## config.mk

```make
export PLATFORM = sky130hd
export DESIGN_NAME = hsis_ram
export DESIGN_NICKNAME = d
export VERILOG_FILES = /design/src/rtl/hsis_ram.sv
export SDC_FILE = /design/constraint.sdc
export NUM_CORES = 1
export LEC_CHECK = 0
export BUFFER_PORTS_ARGS = -buffer_cell sky130_fd_sc_hd__buf_2
export CAP_MARGIN = 20
export CORE_UTILIZATION = 40
export CTS_BUF_LIST = sky130_fd_sc_hd__clkbuf_16
export CTS_CLUSTER_SIZE = 8
export DETAILED_ROUTE_END_ITERATION = 10
export GPL_TIMING_DRIVEN = 0
export PLACE_DENSITY = 0.61
export SYNTH_ARGS = -nofsm -noshare
export SYNTH_HDL_FRONTEND = slang
export SYNTH_SLANG_ARGS = --single-unit
```

## constraint.sdc

```tcl
create_clock -name clk -period 3.4 [get_ports clk]
set_input_delay 0.17 -clock clk [delete_from_list [all_inputs] [get_ports clk]]
set_output_delay 0.17 -clock clk [all_outputs]
set_load 0.005 [all_outputs]
```

## src/rtl/hsis_ram.sv

```systemverilog
// Generic simple dual-port RAM with registered read.
module hsis_ram #(
  parameter int WIDTH = 8,
  parameter int DEPTH = 16
) (
  input  logic                     clk,
  input  logic                     we,
  input  logic [$clog2(DEPTH)-1:0] waddr,
  input  logic [WIDTH-1:0]         wdata,
  input  logic                     re,
  input  logic [$clog2(DEPTH)-1:0] raddr,
  output logic [WIDTH-1:0]         rdata
);

  logic [WIDTH-1:0] mem [DEPTH];

  always_ff @(posedge clk) begin
    if (we) begin
      mem[waddr] <= wdata;
    end
    if (re) begin
      rdata <= mem[raddr];
    end
  end

endmodule

```

==> results.tsv <==
metric	value	unit
status	finished, final reports clean	
ctsHoldBuffers	0	
synthMuxAreaShare	0.148	
end_kind	flop	
rr_worst_depth	3	
fill_cells	1002	
hpwl	6330	um
antenna_left	0	
drt_pre_antenna_iters	4	
syn_avg_cell_area	22.8	sq um
crit_start	mem[4][0]	
tns	0	ns
drc	0	
antenna_found_initial	0	
finalSetupViolations	0	
cp_slowest_stage_delay	0.56	ns
root_buffer	clkbuf_16	
min_path_type	input pin to flop	
endpoint	rdata[0]	
cts_tree	done	
p_leak	2.08	nW
fmax	0.616	GHz
clockBufferDepth	2	
hold_start	re	
synth_seq_cells	136	
drive_gt1_frac	0.301	
path_clk_slew	0.06	ns
area_growth	19.6	%
initial_core_util	0.413	
r2r_end	rdata[0]	
cts_resized	0	
wl_per_cell	21.1	um
preCtsSetupSlack	1.50	ns
crit_fanout	1	
synthAdderAreaFrac	0	
slew_headroom	0.450	
first_iter_violations	157	
grt_first_pass_wirelength	14700	um
hold_violations	0	
yosysTopAreaCell	edfxtp_1	
p_total	4.09	mW
ys_seq_area_frac	0.781	
syn_nets	248	
cp_slowest_cell	mux4_1	
path_cells	mux4_1 -> a22oi_1 -> nand2_1	
ys_top_cells_by_area	edfxtp_1 (78%), mux4_2 (7.8%), mux4_1 (7.0%)	
slew_viol_final	0	
wl	9720	um
grt_max_degree	17	
fin_util	0.493	
post_drt_via_cell_ratio	5.21	
rsz0062_at_grt	false	
tightest_slew	0.822	ns
vias	2400	
ios	27	
final_nets	296	
netlist.area_leader.share	0.781	
r2r_slack	1.78	ns
cts_buffers	17	
place_congestion	0.722	
cap_violations	0	
io_buffers	25	
synth_cell_type_count	18	
cpLargestDelayFamily	multiplexers	
cp_num_cells	3	
worstSkewPairLatency	0.42	ns
htreeDepth	4	
power.density	654	nW/um^2
arrival	1.77	ns
hold_ws	0.0841	ns
overflow	0	
core_area	12700	sq um
worstSetupPathType	flop to flop	
die_height	116	um
finClkSkew	0.0259	ns
synth_warnings	0	
cts_num_sinks	136	
grt_pass1_vias	2509	
grtUsageTotal	0.164	
rr_startpoint	mem[4][0]	
die_x	116	um
setup_ws	1.78	ns
peakVddDrop	285	uV
fin_crit_sh	0.477	
synthSimpleGateAreaFrac	0.0314	
rows	41	
worstSetupStartpointType	flop	
die-area	13500	sq um
syn_inst	229	
diodes	0	
required	3.55	ns
synth_xor_area_frac	0	
synth_compound_area_frac	0.0230	
synthesis.area	5230	sq um
crit_buf_inv	0	
period_needed	1.62	ns
post_cts_buffers	0	
synth_top_family_by_area	multiplexers	
cell usage in the layout, fill, tap and decap left out, drive strengths merged, types with 2 or more instances in the layout:
cell / count
clkdlybuf4s25: 3
clkinv: 3
mux4: 32
clkbuf: 17
bufinv: 6
a22oi: 16
nor3: 4
nand2b: 2
edfxtp: 136
clkinvlp: 5
buf: 36
nand2: 9
nand3b: 2
nor2: 13
worst min-delay path by stage:
stage / to / slack, ns / cells past startpoint
2_1_floorplan: mem[0][0] / 0.27 / 0
3_3_place_gp: rdata[3] / 0.51 / 1
3_5_place_dp: rdata[3] / 0.52 / 1
4_1_cts: rdata[3] / 0.09 / 1
5_1_grt: rdata[3] / 0.09 / 1
6_report: rdata[3] / 0.08 / 1
cells by family (layout without fill, tap and decap cells):
family	after synthesis	count (layout)
flip-flops	136	136
AND/OR/NAND/NOR	35	35
multiplexers	32	32
AO/OA/AOI/OAI	16	16
buffers and inverters	10	70
area by class of cell:
cell class | count | area [sq um] | share of cell area
Timing Repair Buffer | 29 | 153 | 0.0244
Sequential cell | 136 | 4080 | 0.653
Multi-Input combinational cell | 83 | 1060 | 0.169
Tap cell | 172 | 215 | 0.0344
Buffer | 10 | 86.3 | 0.0138
Clock inverter | 14 | 230 | 0.0368
Clock buffer | 17 | 425 | 0.0681
per-stage QoR:
| step | cells | area [sq um] |
|---|---|---|
| finish | 461 | 6250 |
| global route | 461 | 6250 |
| CTS | 461 | 6250 |
| detailed placement | 430 | 5600 |
| global placement | 426 | 5570 |
| floorplan | 229 | 5230 |
registers in the layout (all words and copies together), names as in the netlist:
signal  count
rdata       8
mem       128
Yosys cell counts:
cell,n
buf_6,3
buf_4,1
nor3_1,4
clkdlybuf4s25_2,3
edfxtp_1,136
and2b_1,1
buf_2,3
nor2_1,13
nor2b_1,1
nand2b_1,2
nand2_1,9
mux4_1,14
mux4_2,18
and2_1,1
a22oi_1,16
nand3b_1,2
nand3_1,1
or3b_2,1
power by group:
part           switching [mW]  internal (mW)  total [mW]
registers             0.00766           1.89        1.90
clock network           0.652           1.36        2.01
logic                   0.105         0.0734       0.178
routing by layer:
| layer | wire length, um | global-route usage |
|---|---|---|
| met1 | 4410 | 0.216 |
| met2 | 4850 | 0.254 |
| met3 | 342 | 0.0457 |
| met4 | 114 | 0.0735 |
| met5 | 0 | 0 |
Note: power is estimated with default switching activity, not from simulation.
