$ cat src/rtl/hsis_pkg.sv
// Shared constants, codes and types of the hash set core.
package hsis_pkg;

  localparam int KEY_W        = 31;
  localparam int BUCKETS_DEF  = 256;
  localparam int WAYS_DEF     = 8;

  localparam logic [1:0] CMD_INSERT = 2'd0;
  localparam logic [1:0] CMD_REMOVE = 2'd1;
  localparam logic [1:0] CMD_SEARCH = 2'd2;

  localparam logic [1:0] ST_DONE    = 2'd0;
  localparam logic [1:0] ST_PRESENT = 2'd1;
  localparam logic [1:0] ST_ABSENT  = 2'd2;
  localparam logic [1:0] ST_FULL    = 2'd3;

  typedef struct packed {
    logic hit;
    logic has_free;
  } match_t;

endpackage

$ cat src/rtl/hsis_match.sv
// Parallel compare of one bucket row against a key, with lowest-way selection.
module hsis_match #(
  parameter int WAYS = hsis_pkg::WAYS_DEF
) (
  input  logic [WAYS*(hsis_pkg::KEY_W+1)-1:0] row,
  input  logic [hsis_pkg::KEY_W-1:0]          key,
  output hsis_pkg::match_t                    m,
  output logic [WAYS-1:0]                     hit_sel,
  output logic [WAYS-1:0]                     free_sel
);

  localparam int KW = hsis_pkg::KEY_W;

  logic [WAYS-1:0] valid;
  logic [WAYS-1:0] hits;
  logic [WAYS-1:0] frees;

  assign valid = row[WAYS*KW +: WAYS];
  assign frees = ~valid;

  always_comb begin
    for (int w = 0; w < WAYS; w++) begin
      hits[w] = valid[w] && (row[w*KW +: KW] == key);
    end
  end

  // isolate lowest set bit
  assign hit_sel    = hits & (~hits + WAYS'(1));
  assign free_sel   = frees & (~frees + WAYS'(1));
  assign m.hit      = |hits;
  assign m.has_free = |frees;

endmodule

$ cat config.mk
export PLATFORM = sky130hd
export DESIGN_NAME = hsis_match
export DESIGN_NICKNAME = d
export VERILOG_FILES = /design/src/rtl/hsis_pkg.sv /design/src/rtl/hsis_match.sv
export SDC_FILE = /design/constraint.sdc
export NUM_CORES = 1
export LEC_CHECK = 0
export ABC_AREA = 0
export BUFFER_PORTS_ARGS = -buffer_cell sky130_fd_sc_hd__buf_2
export CAP_MARGIN = 20
export CORE_AREA = 5 5 115 117
export DETAILED_ROUTE_END_ITERATION = 8
export DIE_AREA = 0 0 120 122
export GPL_TIMING_DRIVEN = 0
export SYNTH_ARGS = -nofsm -noshare
export SYNTH_HDL_FRONTEND = slang
export SYNTH_SLANG_ARGS = --single-unit
export TNS_END_PERCENT = 10
$ cat constraint.sdc
create_clock -name vclk -period 4.19
set_input_delay 0.838 -clock vclk [all_inputs]
set_output_delay 0.838 -clock vclk [all_outputs]
set_load 0.01 [all_outputs]
==> results.py <==
metrics = {
    "final_layout": {
        "layout-drive-gt1-share_pct": 45.8,
        "n_clock_buffer": 0,
        "fillers": 1330,
        "diodes": 0,
        "area_growth_pct": 51.0,
        "seq_area_um2": 0,
        "final_common_cell": "buf_2",
        "fin_nets": 961,
        "instances_no_fill": 822,
        "final_util_pct": 37.6,
        "mostFrequentLayoutCells": "buf_2 (295), xnor2_1 (169), xor2_1 (76), nand4_1 (48), nor4_1 (29)",
        "seq_cell_count": 0,
    },
    "setup_path": {
        "required_ns": 3.35,
        "critical_path_arrival_ns": 2.87,
        "critical_path.startpoint": "key[15]",
        "cp-end-kind": "output port",
        "crit_slowest_cell": "nor4_1",
        "start_kind": "input port",
        "path_cells": "buf_4, xor2_1, nor4_1, nand4_1, nor4_2, nand3b_1, or4b_1, buf_2",
        "slowest_delay_ns": 0.54,
        "critPathKind": "in2out",
        "path_max_fanout": 8,
    },
    "sta": {
        "fin_tns_setup_ns": 0,
        "rsz0062_at_grt": "no",
        "drv_slew": 0,
        "max-slew-margin-rel_pct": 57.8,
        "setup_viol": 0,
        "fin_crit_ns": 3.71,
        "hold_viol_final": 0,
        "timing.hold.ws_ns": 1.96,
        "max_freq_mhz": 269,
        "min_period_over_period_pct": 88.6,
        "tightest_slew_ns": 0.628,
    },
    "detailed_routing": {
        "vias": 3873,
        "wirelength_um": 17100,
        "drc": 0,
        "wire_per_inst_um": 20.8,
        "ant_nets": 0,
        "drt-initial-drc-count": 204,
        "routed_via_density": 4.71,
        "first_pass_iters": 4,
    },
    "logic_synthesis": {
        "syn-instance-count": 398,
        "synth_compound_area_share_pct": 0.819,
        "yosysSeqAreaShare_pct": 0,
        "synth_area_um2": 3050,
        "syn_nets": 685,
        "synth-xor-area-share_pct": 70.3,
        "postSynthAreaPerCell_um2": 7.67,
        "yosys.area_share.adder_pct": 0,
        "synth.distinct_cells": 23,
        "yosys_warnings": 0,
        "synth_top_family_by_area": "XOR/XNOR gates",
        "synthMuxAreaShare_pct": 0,
        "synth-simple-area-share_pct": 22.2,
    },
    "min_path": {
        "hold_class": "in2out",
        "min_from": "row[252]",
    },
    "pwr": {
        "seqPwrFrac_pct": 0,
        "power.switching_uw": 229,
        "p_clk_share_pct": 0,
        "ir_worst_vdd_mv": 0.0580,
        "p_per_area_nw_per_um2": 103,
        "p_comb_share_pct": 100.0,
        "internal_power_uw": 247,
        "leakage_uw": 0.00204,
        "netSwitchingFraction_pct": 48.1,
    },
    "clock_tree": {
        "postCtsSetupBuffers": 0,
        "post_cts_resized": 0,
        "cts.hold.buffers_added": 0,
    },
    "run_status": {
        "status": "finished, final reports clean",
    },
    "die": {
        "core-area_um2": 12300,
        "dieArea_um2": 14600,
        "rows": 41,
        "die_h_um": 122,
        "io_pins": 305,
        "fp.dieW_um": 120,
        "start_util_pct": 24.9,
    },
    "grt": {
        "grt_max_degree": 10,
        "grt_pass1_wl_um": 23300,
        "grt_pass1_vias": 3932,
        "gr-total-overflow": 0,
        "grt_usage_pct": 21.5,
        "antenna_found_initial": 0,
    },
    "place": {
        "gp_congestion": 0.803,
        "hpwl_um": 14600,
        "place.port_buffers": 274,
        "dp.cells": 822,
    },
    "job": {
        "drv.max_cap_violation_count": 0,
    },
}
[kinds of logic after synthesis]
logic type	Yosys count
buffers and inverters	35
xor gates and xnor gates	245
and+or+nand+nor	114
AOI/OAI and AO/OA	4
[power by group through the flow]
stage          clock (uW)  sequential, uW  combinational, uW
2_1_floorplan           0               0                267
3_3_place_gp            0               0                475
3_5_place_dp            0               0                477
4_1_cts                 0               0                479
5_1_grt                 0               0                518
6_report                0               0                477
[cell type report]
type                            instances  area, um2  share of cell area, %
Buffer                                 31        191                   4.15
Inverter                                4       15.0                  0.325
Multi-Input combinational cell        363       2850                   61.7
Tap cell                              150        188                   4.07
Timing Repair Buffer                  274       1370                   29.7
[metrics by stage]
step                setup WS, ns  area [um2]  total power, uW
finish                     0.479        4610              477
global route               0.244        4610              518
CTS                        0.408        4610              479
detailed placement         0.415        4610              477
global placement           0.398        4610              475
floorplan                  0.970        3050              267
[per-layer routing]
metal  vias to the layer above  track usage [%]  routed length (um)
li1                       1892                -                   -
met1                      1753             26.3                6780
met2                       220             41.4                8770
met3                         8             3.44                1450
met4                         0            0.644                  72
met5                         -                0                   0
[synth_stat cells (2+ instances only)]
| cell type | number | area share [%] |
|---|---|---|
| xor2_1 | 76 | 22 |
| nor3b_1 | 3 | 0.74 |
| nor4_1 | 29 | 5.9 |
| buf_4 | 7 | 1.7 |
| inv_1 | 4 | 0.49 |
| buf_6 | 3 | 1.1 |
| nand2_1 | 15 | 1.8 |
| xnor2_1 | 169 | 48 |
| nor2_1 | 6 | 0.74 |
| buf_2 | 21 | 3.4 |
| nand3_1 | 2 | 0.33 |
| nor3_1 | 5 | 0.82 |
| nand4_1 | 48 | 9.8 |
[worst paths after layout]
path     endpoint  slack, ns  cells after the start
min   free_sel[4]       1.96                      3
max          m[1]       0.48                      8
[critical path, delay by kind of cell]
family,cells,cell delay (ns)
xor+xnor,1,0.15
buf+inv,2,0.30
simple gates,5,1.57
Note: power is estimated with default switching activity, not from simulation.
